**src/sv/block_buffer_lru_manager_assert.svh**
```systemverilog
// ----------------------------------------------------------------------------
// Block buffer LRU manager: assertion macros
// Shared property shorthands for the modules of the buffer manager. Both
// macros sample on clk and are disabled while rst_n is low.
// ----------------------------------------------------------------------------
`ifndef BLOCK_BUFFER_LRU_MANAGER_ASSERT_SVH
`define BLOCK_BUFFER_LRU_MANAGER_ASSERT_SVH

// The consequent must hold in the same cycle as the antecedent.
`define BBL_ASSERT_IMP(label, pre, post) \
  label: assert property (@(posedge clk) disable iff (!rst_n) (pre) |-> (post)) \
    else $error("bbl: same-cycle check failed");

// The consequent must hold in the cycle after the antecedent.
`define BBL_ASSERT_NEXT(label, pre, post) \
  label: assert property (@(posedge clk) disable iff (!rst_n) (pre) |=> (post)) \
    else $error("bbl: next-cycle check failed");

`endif

```
**src/sv/bbl_pkg.sv**
```systemverilog
// ----------------------------------------------------------------------------
// Block buffer LRU manager: package
// Field widths, command codes, state encodings and the structs that pass
// between the manager and its LRU unit.
// ----------------------------------------------------------------------------
package bbl_pkg;

  localparam int NUM_BUFFERS_DEF = 8;
  localparam int KIND_W          = 3;
  localparam int BLOCK_W         = 32;
  localparam int INDEX_W         = 3;

  // All ones is the reserved block number and marks an unassigned buffer.
  localparam logic [BLOCK_W-1:0] BLOCK_NONE = '1;

  typedef enum logic [KIND_W-1:0] {
    KIND_GET    = 3'd0,
    KIND_UPDATE = 3'd1,
    KIND_SAVE   = 3'd2,
    KIND_FLUSH  = 3'd3,
    KIND_EMPTY  = 3'd4
  } kind_t;

  typedef enum logic [2:0] {
    S_IDLE,
    S_TSCAN,
    S_VICT,
    S_OLDTAG,
    S_MTF,
    S_SAVE,
    S_RESP
  } mgr_state_t;

  typedef enum logic [1:0] {
    W_IDLE,
    W_MOVE,
    W_VICT
  } walk_state_t;

  // Requests from the manager to the LRU unit.
  typedef struct packed {
    logic mtf_go;
    logic vict_go;
    logic clear;
  } lru_ctl_t;

  // Status from the LRU unit back to the manager.
  typedef struct packed {
    logic mtf_done;
    logic vict_valid;
  } lru_sts_t;

  // One result beat.
  typedef struct packed {
    logic [INDEX_W-1:0] buffer_index;
    logic               writeback_valid;
    logic [BLOCK_W-1:0] writeback_block;
    logic               fill_valid;
    logic [BLOCK_W-1:0] fill_block;
    logic               hit;
    logic               error;
    logic               last;
  } result_t;

endpackage

```
**src/sv/bbl_in_if.sv**
```systemverilog
// ----------------------------------------------------------------------------
// Block buffer LRU manager: command channel
// Valid/ready channel that carries one command beat.
// ----------------------------------------------------------------------------
interface bbl_in_if;
  import bbl_pkg::*;

  logic               valid;
  logic               ready;
  logic [KIND_W-1:0]  kind;
  logic [BLOCK_W-1:0] block_number;
  logic               read_contents;

  modport source (output valid, kind, block_number, read_contents, input ready);
  modport sink   (input valid, kind, block_number, read_contents, output ready);

endinterface

```
**src/sv/bbl_out_if.sv**
```systemverilog
// ----------------------------------------------------------------------------
// Block buffer LRU manager: result channel
// Valid/ready channel that carries one result beat.
// ----------------------------------------------------------------------------
interface bbl_out_if;
  import bbl_pkg::*;

  logic               valid;
  logic               ready;
  logic [INDEX_W-1:0] buffer_index;
  logic               writeback_valid;
  logic [BLOCK_W-1:0] writeback_block;
  logic               fill_valid;
  logic [BLOCK_W-1:0] fill_block;
  logic               hit;
  logic               error;
  logic               last;

  modport source (
    output valid, buffer_index, writeback_valid, writeback_block,
           fill_valid, fill_block, hit, error, last,
    input  ready
  );
  modport sink (
    input  valid, buffer_index, writeback_valid, writeback_block,
           fill_valid, fill_block, hit, error, last,
    output ready
  );

endinterface

```
**src/sv/bbl_ram.sv**
```systemverilog
// ----------------------------------------------------------------------------
// Block buffer LRU manager: generic RAM
// One write port and one read port, read data registered.
// ----------------------------------------------------------------------------
module bbl_ram #(
  parameter int DATA_W = 32,
  parameter int DEPTH  = 8,
  localparam int AW    = $clog2(DEPTH)
) (
  input  logic              clk,
  input  logic              we,
  input  logic [AW-1:0]     waddr,
  input  logic [DATA_W-1:0] wdata,
  input  logic              re,
  input  logic [AW-1:0]     raddr,
  output logic [DATA_W-1:0] rdata
);

  logic [DATA_W-1:0] mem_r [DEPTH];
  logic [DATA_W-1:0] rdata_r;

  // Write port.
  always_ff @(posedge clk) begin
    if (we) begin
      mem_r[waddr] <= wdata;
    end
  end

  // Registered read port.
  always_ff @(posedge clk) begin
    if (re) begin
      rdata_r <= mem_r[raddr];
    end
  end

  assign rdata = rdata_r;

endmodule

```
**src/sv/bbl_lru_unit.sv**
```systemverilog
// ----------------------------------------------------------------------------
// Block buffer LRU manager: recency order unit
// Holds the most-recent-first buffer order in a RAM. A move-to-front walks
// the order from the head, one position a cycle, shifting each entry down
// until the target is found. A victim request reads the tail position.
// ----------------------------------------------------------------------------
`include "block_buffer_lru_manager_assert.svh"

module bbl_lru_unit #(
  parameter int NUM_BUFFERS = bbl_pkg::NUM_BUFFERS_DEF,
  localparam int IW         = $clog2(NUM_BUFFERS)
) (
  input  logic              clk,
  input  logic              rst_n,
  input  bbl_pkg::lru_ctl_t ctl,
  input  logic [IW-1:0]     mtf_idx,
  output bbl_pkg::lru_sts_t sts,
  output logic [IW-1:0]     victim
);
  import bbl_pkg::*;

  localparam logic [IW-1:0] LAST_IDX = IW'(NUM_BUFFERS - 1);

  walk_state_t             wstate_r, wstate_nxt;
  logic [IW-1:0]           pos_r, pos_nxt;
  logic [IW-1:0]           prev_r, prev_nxt;
  logic [IW-1:0]           tgt_r, tgt_nxt;
  logic [NUM_BUFFERS-1:0]  ovr_r, ovr_nxt;

  logic                    ram_we;
  logic [IW-1:0]           ram_waddr;
  logic [IW-1:0]           ram_wdata;
  logic                    ram_re;
  logic [IW-1:0]           ram_raddr;
  logic [IW-1:0]           ram_rdata;
  logic [IW-1:0]           eff;

  bbl_ram #(
    .DATA_W (IW),
    .DEPTH  (NUM_BUFFERS)
  ) u_order_ram (
    .clk   (clk),
    .we    (ram_we),
    .waddr (ram_waddr),
    .wdata (ram_wdata),
    .re    (ram_re),
    .raddr (ram_raddr),
    .rdata (ram_rdata)
  );

  // A position never written since reset or empty holds its own index.
  assign eff    = ovr_r[pos_r] ? ram_rdata : pos_r;
  assign victim = eff;

  // State register.
  always_ff @(posedge clk) begin
    if (!rst_n) begin
      wstate_r <= W_IDLE;
      ovr_r    <= '0;
    end else begin
      wstate_r <= wstate_nxt;
      ovr_r    <= ovr_nxt;
    end
  end

  // Walk datapath registers.
  always_ff @(posedge clk) begin
    pos_r  <= pos_nxt;
    prev_r <= prev_nxt;
    tgt_r  <= tgt_nxt;
  end

  // Next state and RAM controls.
  always_comb begin
    wstate_nxt = wstate_r;
    pos_nxt    = pos_r;
    prev_nxt   = prev_r;
    tgt_nxt    = tgt_r;
    ovr_nxt    = ovr_r;
    ram_we     = 1'b0;
    ram_waddr  = pos_r;
    ram_wdata  = prev_r;
    ram_re     = 1'b0;
    ram_raddr  = '0;
    sts        = '0;
    case (wstate_r)
      W_IDLE: begin
        if (ctl.clear) begin
          ovr_nxt = '0;
        end
        if (ctl.mtf_go) begin
          ram_re     = 1'b1;
          ram_raddr  = '0;
          pos_nxt    = '0;
          prev_nxt   = mtf_idx;
          tgt_nxt    = mtf_idx;
          wstate_nxt = W_MOVE;
        end else if (ctl.vict_go) begin
          ram_re     = 1'b1;
          ram_raddr  = LAST_IDX;
          pos_nxt    = LAST_IDX;
          wstate_nxt = W_VICT;
        end
      end
      W_MOVE: begin
        // Entry at pos_r is on the read port; replace it with the one above.
        ram_we         = 1'b1;
        ovr_nxt[pos_r] = 1'b1;
        if (eff == tgt_r || pos_r == LAST_IDX) begin
          sts.mtf_done = 1'b1;
          wstate_nxt   = W_IDLE;
        end else begin
          prev_nxt  = eff;
          pos_nxt   = pos_r + 1'b1;
          ram_re    = 1'b1;
          ram_raddr = pos_r + 1'b1;
        end
      end
      W_VICT: begin
        sts.vict_valid = 1'b1;
        wstate_nxt     = W_IDLE;
      end
      default: begin
        wstate_nxt = W_IDLE;
      end
    endcase
  end

  // Requests arrive only while the unit is idle.
  `BBL_ASSERT_IMP(a_req_when_idle, ctl.mtf_go || ctl.vict_go, wstate_r == W_IDLE)
  // A victim read answers in the cycle after the request.
  `BBL_ASSERT_NEXT(a_vict_latency, ctl.vict_go && !ctl.mtf_go, sts.vict_valid)
  // A walk starts at the head with the target as the carried entry.
  `BBL_ASSERT_IMP(a_walk_start, $rose(wstate_r == W_MOVE), pos_r == '0 && prev_r == tgt_r)

endmodule

```
**src/sv/block_buffer_lru_manager.sv**
```systemverilog
// ----------------------------------------------------------------------------
// Block buffer LRU manager
// Fully associative set of block buffers with tags in a RAM, dirty and
// assigned bits in flops, a recency order unit and a write-back scan.
//
//   Channel  Dir  Beat                                     Accepted when
//   in_ch    in   kind, block_number, read_contents        valid && ready
//   out_ch   out  index, writeback, fill, hit, error, last valid && ready
//
// Commands are handled one at a time; ready is high only in the idle state.
// Get: a tag scan from buffer 0 up to the hit, or over all N tags on a miss;
// a miss then fetches a victim if no buffer is empty and reads the old tag;
// the order walk and the response beat follow. Save and flush scan the N
// tags at one a cycle: one beat per dirty buffer, else a single beat.
// Reset is synchronous; the output register stalls the scan on back-pressure.
// ----------------------------------------------------------------------------
`include "block_buffer_lru_manager_assert.svh"

module block_buffer_lru_manager #(
  parameter int NUM_BUFFERS = bbl_pkg::NUM_BUFFERS_DEF
) (
  input  logic      clk,
  input  logic      rst_n,
  bbl_in_if.sink    in_ch,
  bbl_out_if.source out_ch
);
  import bbl_pkg::*;

  localparam int            IW       = $clog2(NUM_BUFFERS);
  localparam logic [IW-1:0] LAST_IDX = IW'(NUM_BUFFERS - 1);

  mgr_state_t             state_r, state_nxt;
  logic [BLOCK_W-1:0]     blk_r, blk_nxt;
  logic                   rd_r, rd_nxt;
  logic                   flush_r, flush_nxt;
  logic [IW-1:0]          scan_r, scan_nxt;
  logic                   free_v_r, free_v_nxt;
  logic [IW-1:0]          free_idx_r, free_idx_nxt;
  logic [IW-1:0]          chosen_r, chosen_nxt;
  logic                   any_r, any_nxt;
  result_t                res_r, res_nxt;
  logic [NUM_BUFFERS-1:0] assigned_r, assigned_nxt;
  logic [NUM_BUFFERS-1:0] dirty_r, dirty_nxt;
  logic                   cur_v_r, cur_v_nxt;
  logic [IW-1:0]          cur_r, cur_nxt;
  logic                   out_valid_r, out_valid_nxt;
  result_t                out_data_r, out_nxt;
  logic                   out_load;
  logic                   out_free;

  logic                   tag_we;
  logic [IW-1:0]          tag_waddr;
  logic [BLOCK_W-1:0]     tag_wdata;
  logic                   tag_re;
  logic [IW-1:0]          tag_raddr;
  logic [BLOCK_W-1:0]     tag_rdata;

  lru_ctl_t               lru_ctl;
  lru_sts_t               lru_sts;
  logic [IW-1:0]          lru_idx;
  logic [IW-1:0]          lru_victim;

  logic                   tag_hit;
  logic                   slot_empty;
  logic [NUM_BUFFERS-1:0] above_mask;

  bbl_ram #(
    .DATA_W (BLOCK_W),
    .DEPTH  (NUM_BUFFERS)
  ) u_tag_ram (
    .clk   (clk),
    .we    (tag_we),
    .waddr (tag_waddr),
    .wdata (tag_wdata),
    .re    (tag_re),
    .raddr (tag_raddr),
    .rdata (tag_rdata)
  );

  bbl_lru_unit #(
    .NUM_BUFFERS (NUM_BUFFERS)
  ) u_lru (
    .clk     (clk),
    .rst_n   (rst_n),
    .ctl     (lru_ctl),
    .mtf_idx (lru_idx),
    .sts     (lru_sts),
    .victim  (lru_victim)
  );

  // Port wiring.
  assign in_ch.ready            = (state_r == S_IDLE);
  assign out_ch.valid           = out_valid_r;
  assign out_ch.buffer_index    = out_data_r.buffer_index;
  assign out_ch.writeback_valid = out_data_r.writeback_valid;
  assign out_ch.writeback_block = out_data_r.writeback_block;
  assign out_ch.fill_valid      = out_data_r.fill_valid;
  assign out_ch.fill_block      = out_data_r.fill_block;
  assign out_ch.hit             = out_data_r.hit;
  assign out_ch.error           = out_data_r.error;
  assign out_ch.last            = out_data_r.last;

  assign out_free = !out_valid_r || out_ch.ready;

  // Tag on the read port belongs to buffer scan_r during the scans.
  assign tag_hit    = assigned_r[scan_r] && (tag_rdata == blk_r);
  assign slot_empty = !assigned_r[scan_r];
  assign above_mask = ({NUM_BUFFERS{1'b1}} << scan_r) << 1;

  // Control registers.
  always_ff @(posedge clk) begin
    if (!rst_n) begin
      state_r     <= S_IDLE;
      assigned_r  <= '0;
      dirty_r     <= '0;
      cur_v_r     <= 1'b0;
      out_valid_r <= 1'b0;
    end else begin
      state_r     <= state_nxt;
      assigned_r  <= assigned_nxt;
      dirty_r     <= dirty_nxt;
      cur_v_r     <= cur_v_nxt;
      out_valid_r <= out_valid_nxt;
    end
  end

  // Datapath registers.
  always_ff @(posedge clk) begin
    blk_r      <= blk_nxt;
    rd_r       <= rd_nxt;
    flush_r    <= flush_nxt;
    scan_r     <= scan_nxt;
    free_v_r   <= free_v_nxt;
    free_idx_r <= free_idx_nxt;
    chosen_r   <= chosen_nxt;
    any_r      <= any_nxt;
    res_r      <= res_nxt;
    cur_r      <= cur_nxt;
    if (out_load) begin
      out_data_r <= out_nxt;
    end
  end

  // Output register: a new beat may load while the old one is taken.
  assign out_valid_nxt = out_load ? 1'b1 : (out_ch.ready ? 1'b0 : out_valid_r);

  // Next state and datapath control.
  always_comb begin
    state_nxt    = state_r;
    blk_nxt      = blk_r;
    rd_nxt       = rd_r;
    flush_nxt    = flush_r;
    scan_nxt     = scan_r;
    free_v_nxt   = free_v_r;
    free_idx_nxt = free_idx_r;
    chosen_nxt   = chosen_r;
    any_nxt      = any_r;
    res_nxt      = res_r;
    assigned_nxt = assigned_r;
    dirty_nxt    = dirty_r;
    cur_v_nxt    = cur_v_r;
    cur_nxt      = cur_r;
    tag_we       = 1'b0;
    tag_waddr    = chosen_r;
    tag_wdata    = blk_r;
    tag_re       = 1'b0;
    tag_raddr    = '0;
    lru_ctl      = '0;
    lru_idx      = chosen_r;
    out_load     = 1'b0;
    out_nxt      = res_r;
    case (state_r)
      S_IDLE: begin
        if (in_ch.valid) begin
          blk_nxt      = in_ch.block_number;
          rd_nxt       = in_ch.read_contents;
          flush_nxt    = (kind_t'(in_ch.kind) == KIND_FLUSH);
          res_nxt      = '0;
          res_nxt.last = 1'b1;
          scan_nxt     = '0;
          free_v_nxt   = 1'b0;
          any_nxt      = 1'b0;
          state_nxt    = S_RESP;
          case (kind_t'(in_ch.kind))
            KIND_GET: begin
              if (in_ch.block_number != BLOCK_NONE) begin
                tag_re    = 1'b1;
                state_nxt = S_TSCAN;
              end
            end
            KIND_UPDATE: begin
              if (cur_v_r) begin
                dirty_nxt[cur_r] = 1'b1;
              end else begin
                res_nxt.error = 1'b1;
              end
            end
            KIND_SAVE, KIND_FLUSH: begin
              tag_re    = 1'b1;
              state_nxt = S_SAVE;
            end
            KIND_EMPTY: begin
              assigned_nxt  = '0;
              dirty_nxt     = '0;
              cur_v_nxt     = 1'b0;
              lru_ctl.clear = 1'b1;
            end
            default: begin
              state_nxt = S_RESP;
            end
          endcase
        end
      end
      S_TSCAN: begin
        if (tag_hit) begin
          chosen_nxt           = scan_r;
          res_nxt.buffer_index = INDEX_W'(scan_r);
          res_nxt.hit          = 1'b1;
          cur_v_nxt            = 1'b1;
          cur_nxt              = scan_r;
          lru_ctl.mtf_go       = 1'b1;
          lru_idx              = scan_r;
          state_nxt            = S_MTF;
        end else if (scan_r == LAST_IDX) begin
          // Miss: highest empty buffer, else the tail of the recency order.
          if (free_v_r || slot_empty) begin
            chosen_nxt = slot_empty ? scan_r : free_idx_r;
            tag_re     = 1'b1;
            tag_raddr  = slot_empty ? scan_r : free_idx_r;
            state_nxt  = S_OLDTAG;
          end else begin
            lru_ctl.vict_go = 1'b1;
            state_nxt       = S_VICT;
          end
        end else begin
          if (slot_empty) begin
            free_v_nxt   = 1'b1;
            free_idx_nxt = scan_r;
          end
          scan_nxt  = scan_r + 1'b1;
          tag_re    = 1'b1;
          tag_raddr = scan_r + 1'b1;
        end
      end
      S_VICT: begin
        if (lru_sts.vict_valid) begin
          chosen_nxt = lru_victim;
          tag_re     = 1'b1;
          tag_raddr  = lru_victim;
          state_nxt  = S_OLDTAG;
        end
      end
      S_OLDTAG: begin
        // Old tag of the chosen buffer is on the read port.
        res_nxt.buffer_index = INDEX_W'(chosen_r);
        if (dirty_r[chosen_r]) begin
          res_nxt.writeback_valid = 1'b1;
          res_nxt.writeback_block = tag_rdata;
        end
        if (rd_r) begin
          res_nxt.fill_valid = 1'b1;
          res_nxt.fill_block = blk_r;
        end
        tag_we                 = 1'b1;
        assigned_nxt[chosen_r] = 1'b1;
        dirty_nxt[chosen_r]    = 1'b0;
        cur_v_nxt              = 1'b1;
        cur_nxt                = chosen_r;
        lru_ctl.mtf_go         = 1'b1;
        state_nxt              = S_MTF;
      end
      S_MTF: begin
        if (lru_sts.mtf_done) begin
          state_nxt = S_RESP;
        end
      end
      S_SAVE: begin
        if (dirty_r[scan_r] && !out_free) begin
          // Hold this buffer and keep its tag on the read port.
          tag_re    = 1'b1;
          tag_raddr = scan_r;
        end else begin
          if (dirty_r[scan_r]) begin
            out_load                = 1'b1;
            out_nxt                 = '0;
            out_nxt.buffer_index    = INDEX_W'(scan_r);
            out_nxt.writeback_valid = 1'b1;
            out_nxt.writeback_block = tag_rdata;
            out_nxt.last            = ~|(dirty_r & above_mask);
            dirty_nxt[scan_r]       = 1'b0;
            any_nxt                 = 1'b1;
          end
          if (scan_r == LAST_IDX) begin
            if (flush_r) begin
              assigned_nxt = '0;
              cur_v_nxt    = 1'b0;
            end
            state_nxt = (any_r || dirty_r[scan_r]) ? S_IDLE : S_RESP;
          end else begin
            scan_nxt  = scan_r + 1'b1;
            tag_re    = 1'b1;
            tag_raddr = scan_r + 1'b1;
          end
        end
      end
      S_RESP: begin
        if (out_free) begin
          out_load  = 1'b1;
          out_nxt   = res_r;
          state_nxt = S_IDLE;
        end
      end
      default: begin
        state_nxt = S_IDLE;
      end
    endcase
  end

  // A beat never overwrites one that is still waiting.
  `BBL_ASSERT_IMP(a_out_no_overwrite, out_load, !out_valid_r || out_ch.ready)
  // The current buffer always holds an assigned block.
  `BBL_ASSERT_IMP(a_cur_assigned, cur_v_r, assigned_r[cur_r])
  // Only assigned buffers can be dirty.
  `BBL_ASSERT_IMP(a_dirty_assigned, 1'b1, (dirty_r & ~assigned_r) == '0)
  // Every order update is followed by a wait for its completion.
  `BBL_ASSERT_NEXT(a_mtf_wait, lru_ctl.mtf_go, state_r == S_MTF)

endmodule

```
**src/flat_wrapper.sv**
```systemverilog
// flat-port wrapper written by rule: the top's interface ports become plain ports
module block_buffer_lru_manager_flat import bbl_pkg::*;
#(
  parameter int NUM_BUFFERS = bbl_pkg::NUM_BUFFERS_DEF
)
  (clk, rst_n, in_ch_valid, in_ch_kind, in_ch_block_number, in_ch_read_contents, in_ch_ready, out_ch_valid, out_ch_buffer_index, out_ch_writeback_valid, out_ch_writeback_block, out_ch_fill_valid, out_ch_fill_block, out_ch_hit, out_ch_error, out_ch_last, out_ch_ready);
  bbl_in_if in_ch_i ();
  bbl_out_if out_ch_i ();
  input  logic clk;
  input  logic rst_n;
  input wire logic [$bits(in_ch_i.valid)-1:0] in_ch_valid;
  input wire logic [$bits(in_ch_i.kind)-1:0] in_ch_kind;
  input wire logic [$bits(in_ch_i.block_number)-1:0] in_ch_block_number;
  input wire logic [$bits(in_ch_i.read_contents)-1:0] in_ch_read_contents;
  output wire logic [$bits(in_ch_i.ready)-1:0] in_ch_ready;
  output wire logic [$bits(out_ch_i.valid)-1:0] out_ch_valid;
  output wire logic [$bits(out_ch_i.buffer_index)-1:0] out_ch_buffer_index;
  output wire logic [$bits(out_ch_i.writeback_valid)-1:0] out_ch_writeback_valid;
  output wire logic [$bits(out_ch_i.writeback_block)-1:0] out_ch_writeback_block;
  output wire logic [$bits(out_ch_i.fill_valid)-1:0] out_ch_fill_valid;
  output wire logic [$bits(out_ch_i.fill_block)-1:0] out_ch_fill_block;
  output wire logic [$bits(out_ch_i.hit)-1:0] out_ch_hit;
  output wire logic [$bits(out_ch_i.error)-1:0] out_ch_error;
  output wire logic [$bits(out_ch_i.last)-1:0] out_ch_last;
  input wire logic [$bits(out_ch_i.ready)-1:0] out_ch_ready;
  assign in_ch_i.valid = in_ch_valid;
  assign in_ch_i.kind = in_ch_kind;
  assign in_ch_i.block_number = in_ch_block_number;
  assign in_ch_i.read_contents = in_ch_read_contents;
  assign in_ch_ready = in_ch_i.ready;
  assign out_ch_valid = out_ch_i.valid;
  assign out_ch_buffer_index = out_ch_i.buffer_index;
  assign out_ch_writeback_valid = out_ch_i.writeback_valid;
  assign out_ch_writeback_block = out_ch_i.writeback_block;
  assign out_ch_fill_valid = out_ch_i.fill_valid;
  assign out_ch_fill_block = out_ch_i.fill_block;
  assign out_ch_hit = out_ch_i.hit;
  assign out_ch_error = out_ch_i.error;
  assign out_ch_last = out_ch_i.last;
  assign out_ch_i.ready = out_ch_ready;
  block_buffer_lru_manager #(.NUM_BUFFERS(NUM_BUFFERS)) u_core (.clk(clk), .rst_n(rst_n), .in_ch(in_ch_i), .out_ch(out_ch_i));
endmodule
```
**config.mk**
```make
export PLATFORM = sky130hd
export DESIGN_NAME = block_buffer_lru_manager_flat
export DESIGN_NICKNAME = d
export VERILOG_FILES = /design/src/sv/bbl_pkg.sv /design/src/sv/bbl_in_if.sv /design/src/sv/bbl_out_if.sv /design/src/sv/bbl_ram.sv /design/src/sv/bbl_lru_unit.sv /design/src/sv/block_buffer_lru_manager.sv /design/src/flat_wrapper.sv
export VERILOG_INCLUDE_DIRS = /design/src /design/src/sv
export SDC_FILE = /design/constraint.sdc
export NUM_CORES = 1
export LEC_CHECK = 0
export BUFFER_PORTS_ARGS = -buffer_cell sky130_fd_sc_hd__buf_2
export CORE_MARGIN = 8
export CORE_UTILIZATION = 50
export DETAILED_ROUTE_END_ITERATION = 10
export PLACE_DENSITY = 0.67
export SLEW_MARGIN = 20
export SYNTH_ARGS = -nofsm -noshare
export SYNTH_HDL_FRONTEND = slang
export SYNTH_SLANG_ARGS = --single-unit
```
**constraint.sdc**
```tcl
create_clock -name clk -period 10.5 [get_ports clk]
set_clock_uncertainty 0.1 [all_clocks]
set_input_delay 1.575 -clock clk [delete_from_list [all_inputs] [get_ports clk]]
set_output_delay 1.575 -clock clk [all_outputs]
set_load 0.02 [all_outputs]
```
==> results of run 1 <==
==> how the worst max path moves through the flow <==
| stage | cells past startpoint | slack [ns] | endpoint | startpoint |
|---|---|---|---|---|
| 2_1_floorplan | 3 | 5.09 | u_core.out_ch.buffer_index[0] | out_ch_ready |
| 6_report | 10 | 5.24 | u_core.u_tag_ram.rdata[19] | u_core.blk_r[8] |
| 3_5_place_dp | 10 | 5.08 | u_core.u_tag_ram.rdata[19] | u_core.blk_r[8] |
| 5_1_grt | 10 | 5.05 | u_core.u_tag_ram.rdata[19] | u_core.blk_r[8] |
| 3_3_place_gp | 10 | 5.29 | u_core.u_tag_ram.rdata[0] | u_core.blk_r[8] |
| 4_1_cts | 10 | 5.06 | u_core.u_tag_ram.rdata[19] | u_core.blk_r[8] |
==> registers in the layout (all words and copies together), names as in the netlist, 24 cells and up <==
signal	cells
u_core.out_ch.fill_block	32
u_core.blk_r	32
u_core.u_tag_ram.rdata	32
u_core.u_lru.u_order_ram.mem_r	24
u_core.u_tag_ram.mem_r	256
u_core.res_r	71
u_core.out_ch.writeback_block	32
==> kinds of logic (layout without fill, tap and decap cells) <==
group | Yosys count | count (layout) | synth area share, %
AO/OA/AOI/OAI | 275 | 275 | 9.48
buffers and inverters | 111 | 256 | 2.57
multiplexers | 93 | 93 | 4.69
AND/OR/NAND/NOR | 455 | 455 | 10.2
XOR/XNOR | 32 | 32 | 1.24
adder cells (fa/ha/maj) | 7 | 7 | 0.389
flip-flops | 546 | 546 | 71.4
==> cell usage in the layout, fill, tap and decap left out, types with 14 or more instances in the layout <==
cell / Yosys / final
a2111oi_0: 30 / 29
a21oi_1: 61 / 61
a221oi_1: 27 / 27
a32o_1: 32 / 32
and3_1: 69 / 67
buf_2: 18 / 113
buf_4: 12 / 19
clkbuf_1: 47 / 14
clkbuf_16: 0 / 55
dfxtp_1: 31 / 30
edfxtp_1: 515 / 515
inv_1: 21 / 21
mux2_2: 46 / 46
mux2i_1: 41 / 41
nand2_1: 157 / 157
nor2_1: 60 / 57
nor2b_1: 75 / 74
nor3_1: 28 / 23
o21ai_0: 37 / 35
xor2_1: 32 / 32
==> cell type report <==
type / instances / area (um2)
Fill cell: 3500 / 19000
Sequential cell: 546 / 16100
Multi-Input combinational cell: 862 / 5960
Clock buffer: 71 / 1460
Timing Repair Buffer: 134 / 747
Tap cell: 592 / 741
Clock inverter: 29 / 259
Inverter: 22 / 82.6
==> worst max-delay path: stages, from the launching register on <==
cell,delay (ns)
edfxtp_1,0.56
xor2_1,0.29
nor4_1,0.66
nand4_1,0.43
o31ai_4,0.57
o31a_2,0.22
buf_4,0.55
buf_6,0.69
nor2b_1,0.11
a2111oi_0,0.50
a221oi_1,0.12
==> through the flow <==
stage               util, %  cells  hold slack [ns]  instance area, um2
finish                 57.2   2256            0.363               25300
global route           57.2   2256            0.382               25300
CTS                    57.1   2255            0.368               25300
detailed placement     53.2   2155            0.353               23600
global placement       53.2   2155            0.344               23600
floorplan                 -   1519            0.335               22500
==> power by group <==
group          leakage [nW]  switching (W)  internal [W]
logic                  3.10       0.000598      0.000293
registers              4.96       0.000202       0.00271
clock network         0.835       0.000802       0.00105
total                  8.90        0.00160       0.00406
==> metal layers <==
layer | global-route usage (%) | up-vias
met5 | 0 | -
met4 | 6.94 | 6
met3 | 4.63 | 100
met2 | 30.3 | 528
met1 | 27.3 | 6555
li1 | - | 6084
==> metrics.txt, run 1 <==
via count 13300; post-synth cell types 74; hold_buf cts 0; Initial Util 50.8%; Resized Gates After CTS 0; final setup margin 5.24 ns; final hold viol count 0; WL met2 about 24000 um; Hold WC Path Type reg -> reg; cell taking the most area after synthesis edfxtp_1; most numerous cell in the Yosys netlist edfxtp_1; via-per-instance ratio around 6; die area 52100 um2; fin. max-slew vios 0; Net Count, Synth 1566; cell depth of the worst flop-to-flop path 10; final setup TNS 0 ns; post-detailed-route DRC marker count 0; Crit Path Max Fanout 101; worst hold path cell count 1; Mean Syn Cell Area 14.8 um2; main flop type after synthesis edfxtp_1; vias in the first global route between 10000 and 15000; routed wl met3 4020 um; post-synth top area share 68.7%; Worst slew margin 26.3%; Routed wire per std cell 23.4 um; Die W 228 um; maxcap violations 0; Routed Wire Length ~53000 um; crit path DAT between 5 and 6 ns; element type at the critical path end flip-flop; Post-Syn Instances 1519; Core Area ~44000 um2; critical path class reg -> reg; I/O pins about 110; Power Density 224 nW/um2; Post-synth EDFFs 515; worst hold start u_core.u_lru.ovr_r[1]; Post CTS Setup Buffer Count 0; status complete, no violations; Placer Congestion 0.898; largest net degree at the start of global routing ~100; top post-synthesis cells by count edfxtp_1, nand2_1, nor2b_1; Hold EP u_core.u_lru.ovr_r[1]; TritonCTS clock tree built; total grt overflow 0; ANT cells 0; final setup fails 0; initial DRC count 1204; cts bufs inserted 54; DR top layer met5; Peak Freq approximately 190 MHz; total number of H-tree levels 2; async set-reset flop share out of synthesis 0%; Synth warnings 0; Chip Height roughly 230 um; clk_lat worst skew 0.62 ns; total track usage between 10% and 20%; Startpoint Class flip-flop; Final Net Count roughly 1700; first-pass GRT wire length approximately 80000 um; P&R area growth vs syn 12.5%; RSZ-0062 raised after global routing no; Antenna Violating Nets Remaining 0; clock buffer depth 3; Clock Tree Root clkbuf_16; Initial DRT Pass Iterations 5; register area share after synthesis between 70 and 80%; R2R setup slack 5.24 ns; worst r2r dst u_core.u_tag_ram.rdata[19]; Tot Pwr 0.00566 W; Clk pin slew, worst setup/hold paths 0.06 ns; maximum vdd drop 0.142 mV; num rows 77; half-perimeter wire length after placement 32600 um; Reg-to-Reg Start u_core.blk_r[8]; Synth area leaders edfxtp_1, dfxtp_1, nand2_1, mux2_2, nor2b_1; fraction of layout instances using a drive strength above 1 18.5%; number of port buffers roughly 110; wl on met1 23000 um; Slew @ Worst Pin 1.11 ns; final worst path period need 5.26 ns; synthesized area around 23000 um2; initial antenna violation count 3; Req. time, crit path 10.72 ns; period utilisation layout between 50% and 60%; #FFs+latches synth 546; Placement Setup Slack 5.08 ns; Leak between 8 and 9 nW; CTS sink count 546
Power figures use the tool's default switching activity.
==> inputs of run 2 (changes only) <==
clock period = 4.9 ns   (was 10.5 ns; I/O delays follow)
==> metrics.txt, run 2 (synthesis gave the netlist of run 1 again) <==
element type at the critical path end flip-flop (unchanged); final hold viol count 0 (unchanged); critical path class reg -> reg (unchanged); P_sw 0.00347 W (was 0.00160 W); period utilisation layout 83.7% (was 50.1%); TritonCTS clock tree built (unchanged); maxcap violations 0 (unchanged); final setup TNS 0 ns (unchanged); Power Density 482 nW/um2 (was 224 nW/um2); hold_buf cts 0 (unchanged); Core Area 44300 um2 (unchanged); Leak 9.06 nW (was 8.90 nW); CP dominant cell by count nor3_1; final worst path period need 4.10 ns (was 5.26 ns); Peak Freq 244 MHz (was 190 MHz); logic gate share of total power 15.8% (was 15.7%); cts bufs inserted 55 (was 54); Clk pin slew, worst setup/hold paths 0.07 ns (was 0.06 ns); placed insts 2174 (was 2155); die area 52100 um2 (unchanged); Resized Gates After CTS 0 (unchanged); max reg flops 256 (unchanged); Antenna Violating Nets Remaining 0 (unchanged); Flop pwr share 50.8% (was 51.5%); Tot Pwr 0.0124 W (was 0.00566 W); Reg with most FFs u_core.u_tag_ram.mem_r (unchanged); Initial Util 50.8% (unchanged); I/O pins 114 (unchanged); fin. max-slew vios 0 (unchanged); fin cells 2273 (was 2256); post-detailed-route DRC marker count 0 (unchanged); maximum vdd drop 0.283 mV (was 0.142 mV); initial DRC count 1312 (was 1204); Startpoint Class flip-flop (unchanged); P_int 0.00891 W (was 0.00406 W); vias in the first global route 13000 (was 12800); switching share of total power 28.0% (was 28.3%); Routed Wire Length 53500 um (was 52800 um); Placement Setup Slack 0.832 ns (was 5.08 ns); first-pass GRT wire length 80500 um (was 79600 um); Initial DRT Pass Iterations 5 (unchanged); num rows 77 (unchanged); Die W 228 um (unchanged); crit path DAT 4.36 ns (was 5.48 ns); Chip Height 228 um (unchanged); P&R area growth vs syn 14.0% (was 12.5%); total grt overflow 0 (unchanged); fraction of layout instances using a drive strength above 1 19.6% (was 18.5%); half-perimeter wire length after placement 34300 um (was 32600 um); Routed wire per std cell 23.5 um (was 23.4 um); initial antenna violation count 3 (unchanged); status complete, no violations (unchanged); total track usage 20.0% (was 19.7%); Req. time, crit path 5.16 ns (was 10.72 ns); total number of H-tree levels 2 (unchanged); clock buffer depth 3 (unchanged); commonest cells after routing, fill and taps aside edfxtp_1, nand2_1, buf_2 (unchanged); Crit Path Max Fanout 12 (was 101); clk_lat worst skew 0.62 ns (about the same); Placer Congestion 0.920 (was 0.898); ANT cells 0 (unchanged); Final Net Count 1686 (was 1667); slowest CP cell nor3_1 (was buf_6); Worst slew margin 37.9% (was 26.3%); Clock Power Share 33.4% (was 32.8%); RSZ-0062 raised after global routing no (unchanged); critical path's largest stage delay 0.67 ns (was 0.69 ns); final setup fails 0 (unchanged); via-per-instance ratio 5.92 (was 5.88); Slew @ Worst Pin 0.929 ns (was 1.11 ns); CTS sink count 546 (unchanged); Hold WC Path Type in -> reg (was reg -> reg); Clock Tree Root clkbuf_16 (unchanged); crit-path cells xor2_1 > nor4_1 > nand4_1 > nor3_1 > nor3_1 > a31oi_4 > nor2_2 > buf_4 > a221oi_1 (was xor2_1 > nor4_1 > nand4_1 > o31ai_4 > o31a_2 > buf_4 > buf_6 > nor2b_1 > a2111oi_0 > a221oi_1); final setup margin 0.798 ns (was 5.24 ns); post-layout util 57.9% (was 57.2%); Post CTS Setup Buffer Count 0 (unchanged); total of fill cells in the finished design 3440 (was 3500); biggest regs u_core.u_tag_ram.mem_r: 256 flops, u_core.res_r: 71 flops (unchanged); most common cell after layout, fill and taps aside edfxtp_1 (unchanged); via count 13500 (was 13300); largest net degree at the start of global routing 97 (was 102); number of port buffers 113 (unchanged)
## run 2: cell types whose count changed in the layout (fill, tap and decap cells not counted), moves of 2 or more
cell and change:
inv_6 +2, clkinvlp_4 +2, clkbuf_8 -2, buf_12 +12
bufinv_16 +4, clkbuf_1 -3, buf_4 +7
## run 2: power groups by stage
| stage | Sequential (W) | Combinational, W | Clock, W |
|---|---|---|---|
| final | 0.00629 | 0.00196 | 0.00414 |
| after global routing | 0.00634 | 0.00212 | 0.00435 |
| after CTS | 0.00628 | 0.00196 | 0.00420 |
| after global placement | 0.00636 | 0.00191 | 0 |
| after detailed placement | 0.00637 | 0.00195 | 0 |
| after floorplan | 0.00621 | 0.00131 | 0 |
## run 2: path summary, 6_finish.rpt
check / startpoint / end / slack, ns / cells after the start
min: in_ch_block_number[4] / u_core.blk_r[4] / 0.21 / 1
min reg2reg: u_core.u_lru.ovr_r[1] / u_core.u_lru.ovr_r[1] / 0.36 / 1
max: u_core.blk_r[16] / u_core.u_tag_ram.rdata[31] / 0.80 / 9
max reg2reg: u_core.blk_r[16] / u_core.u_tag_ram.rdata[31] / 0.80 / 9
## run 2: area by class of cell
type	count	area, um2	area share [%]
sequential	546	16100	62.7
multi-input combinational	862	5960	23.2
clock buffer	66	1420	5.52
timing repair buffer	152	1030	4.01
tap	592	741	2.89
clock inverter	33	349	1.36
inverter	22	82.6	0.322
## run 2: per-stage QoR
stage	instance area (um2)	hold WS (ns)
2_1_floorplan	22500	0.335
3_3_place_gp	23900	0.343
3_5_place_dp	23900	0.350
4_1_cts	25700	0.178
5_1_grt	25700	0.191
6_report	25700	0.208
## run 2: worst max-delay path: cells and delay by family (launching register included)
kind	cells	cell delay [ns]
simple gates	5	1.92
compound gates	2	0.68
flops	1	0.63
buf+inv	1	0.27
xor+xnor	1	0.26
## run 2: per-layer routing
metal  GRT usage [%]  wire length (um)  up-vias
met5               0                12        -
met4            7.00              1550        2
met3            4.05              4620       83
met2            31.2             24500      574
met1            27.7             22800     6682
li1                -                 -     6122
==> inputs of run 3 (changes only) <==
clock period = 3.83 ns   (was 4.9 ns; I/O delays follow)
==> metrics.txt, run 3 (synthesis gave the netlist of run 1 again) <==
status complete, no violations (unchanged); P&R area growth vs syn 16.6% (was 14.0%); Worst Hold Slack 0.0474 ns (was 0.208 ns); Req. time, crit path 4.04 ns (was 5.16 ns); Peak Freq 277 MHz (was 244 MHz); I/O pins 114 (unchanged); max reg flops 256 (unchanged); largest net degree at the start of global routing 73 (was 97); commonest cells after routing, fill and taps aside edfxtp_1, nand2_1, buf_2 (unchanged); most common cell after layout, fill and taps aside edfxtp_1 (unchanged); initial antenna violation count 5 (was 3); number of port buffers 113 (unchanged); wl on met1 23900 um (was 22800 um); worst r2r dst u_core.u_tag_ram.rdata[1] (was u_core.u_tag_ram.rdata[31]); critical path's largest stage delay 0.58 ns (was 0.67 ns); final hold viol count 0 (unchanged); routed wl met3 4320 um (was 4620 um); slowest CP cell edfxtp_1 (was nor3_1); via count 13800 (was 13500); Worst slew margin 40.3% (was 37.9%); FF+latch area 16100 um2 (unchanged); post-detailed-route DRC marker count 0 (unchanged); Final Net Count 1734 (was 1686); initial DRC count 1255 (was 1312); R2R setup slack 0.22 ns (was 0.80 ns); Hold WC Path Type in -> reg (unchanged); die area 52100 um2 (unchanged); Core Area 44300 um2 (unchanged); Chip Height 228 um (unchanged); CP dominant cell by count buf_4 (was nor3_1); Startpoint Class flip-flop (unchanged); Initial DRT Pass Iterations 5 (unchanged); Initial Util 50.8% (unchanged); maximum vdd drop 0.427 mV (was 0.283 mV); worst hold path cell count 1 (unchanged); Routed Wire Length 55900 um (was 53500 um); Clk pin slew, worst setup/hold paths 0.06 ns (was 0.07 ns); clock buffer depth 3 (unchanged); fraction of layout instances using a drive strength above 1 22.2% (was 19.6%); DR top layer met5 (unchanged); fin. max-slew vios 0 (unchanged); final setup TNS 0 ns (unchanged); Leak 9.37 nW (was 9.06 nW); vias in the first global route 13400 (was 13000); num rows 77 (unchanged); half-perimeter wire length after placement 35900 um (was 34300 um); cts bufs inserted 55 (unchanged); total number of H-tree levels 2 (unchanged); Reg with most FFs u_core.u_tag_ram.mem_r (unchanged); WL met2 26300 um (was 24500 um); Die W 228 um (unchanged); Clock Tree Root clkbuf_16 (unchanged); first-pass GRT wire length 83300 um (was 80500 um); via-per-instance ratio 5.95 (was 5.92); post-layout util 59.2% (was 57.9%); cell depth of the worst flop-to-flop path 11 (was 9); Hold EP u_core.blk_r[8] (was u_core.blk_r[4]); crit-path cells xor2_1 > nor4_1 > nand4_1 > buf_4 > o31ai_4 > o31a_2 > buf_12 > buf_4 > nor2b_1 > a2111oi_0 > a221oi_1 (was xor2_1 > nor4_1 > nand4_1 > nor3_1 > nor3_1 > a31oi_4 > nor2_2 > buf_4 > a221oi_1); fin cells 2326 (was 2273); clk_lat worst skew 0.62 ns (about the same); Routed wire per std cell 24.0 um (was 23.5 um); final setup fails 0 (unchanged); crit path DAT 3.82 ns (was 4.36 ns); worst hold start in_ch_block_number[8] (was in_ch_block_number[4]); Antenna Violating Nets Remaining 0 (unchanged); placed insts 2220 (was 2174); Reg-to-Reg Start u_core.blk_r[8] (was u_core.blk_r[16]); biggest regs u_core.u_tag_ram.mem_r: 256 flops, u_core.res_r: 71 flops (unchanged); Power Density 620 nW/um2 (was 482 nW/um2); maxcap violations 0 (unchanged); TritonCTS clock tree built (unchanged); Slew @ Worst Pin 0.884 ns (was 0.929 ns); multi-input logic area 5990 um2 (was 5960 um2); total track usage 20.7% (was 20.0%); crit path from u_core.blk_r[8] (was u_core.blk_r[16]); CTS sink count 546 (unchanged); critical path class reg -> reg (unchanged); Placer Congestion 0.931 (was 0.920); element type at the critical path end flip-flop (unchanged); final worst path period need 3.61 ns (was 4.10 ns); total of fill cells in the finished design 3418 (was 3440); period utilisation layout 94.3% (was 83.7%); total grt overflow 0 (unchanged); Crit Path Max Fanout 34 (was 12)
-- run 3: routing by layer --
layer  up-vias  track usage (%)
met5         -                0
met4         4             5.92
met3       110             4.01
met2       590             33.2
met1      6911             28.8
li1       6225                -
-- run 3: worst max-delay path, delay by kind of cell (launching register included) --
family | cells | cell delay (ns)
buffers and inverters | 3 | 0.61
flip-flops | 1 | 0.58
XOR/XNOR | 1 | 0.29
AND/OR/NAND/NOR | 3 | 0.65
AO/OA/AOI/OAI | 4 | 1.05
-- run 3: through the flow --
| stage | setup slack, ns | cell area (um2) | total power, W |
|---|---|---|---|
| after detailed placement | -0.0579 | 24300 | 0.0108 |
| after CTS | 0.157 | 26200 | 0.0163 |
| after global placement | 0.125 | 24300 | 0.0107 |
| after global routing | -0.00649 | 26300 | 0.0168 |
| final | 0.217 | 26300 | 0.0163 |
| after floorplan | -0.0882 | 22500 | 0.00962 |
-- run 3: cell type report --
type / instances / area share (%)
Sequential cell: 546 / 61.3
Multi-Input combinational cell: 863 / 22.8
Timing Repair Buffer: 199 / 5.53
Clock buffer: 64 / 5.49
Tap cell: 592 / 2.82
Clock inverter: 39 / 1.75
Inverter: 22 / 0.315
Antenna cell: 1 / 0.00953
-- run 3: worst max-delay path by stage --
stage                                  to  slack [ns]  depth (start not counted)
6_report        u_core.u_tag_ram.rdata[1]        0.22                         11
5_1_grt        u_core.u_tag_ram.rdata[25]      -0.006                         11
4_1_cts        u_core.u_tag_ram.rdata[25]        0.16                         10
3_5_place_dp   u_core.u_tag_ram.rdata[25]       -0.06                         10
3_3_place_gp   u_core.u_tag_ram.rdata[25]        0.13                         10
2_1_floorplan           u_core.dirty_r[3]       -0.09                          8
-- run 3: where the power goes --
group          internal, W  total, W  switching (W)  leakage, nW
clock network      0.00331   0.00558        0.00226        0.920
logic             0.000976   0.00283        0.00185         3.49
registers          0.00743   0.00787       0.000443         4.96
total               0.0117    0.0163        0.00456         9.37
-- run 3: what timing repair did --
action,CTS,global route
setup buffers,0,0
endpoints found under the setup margin,5,3
gates resized for setup,1,1
hold buffers,1,0
gates cloned,0,1
endpoints found under the hold margin,1,0
pin swaps,0,1
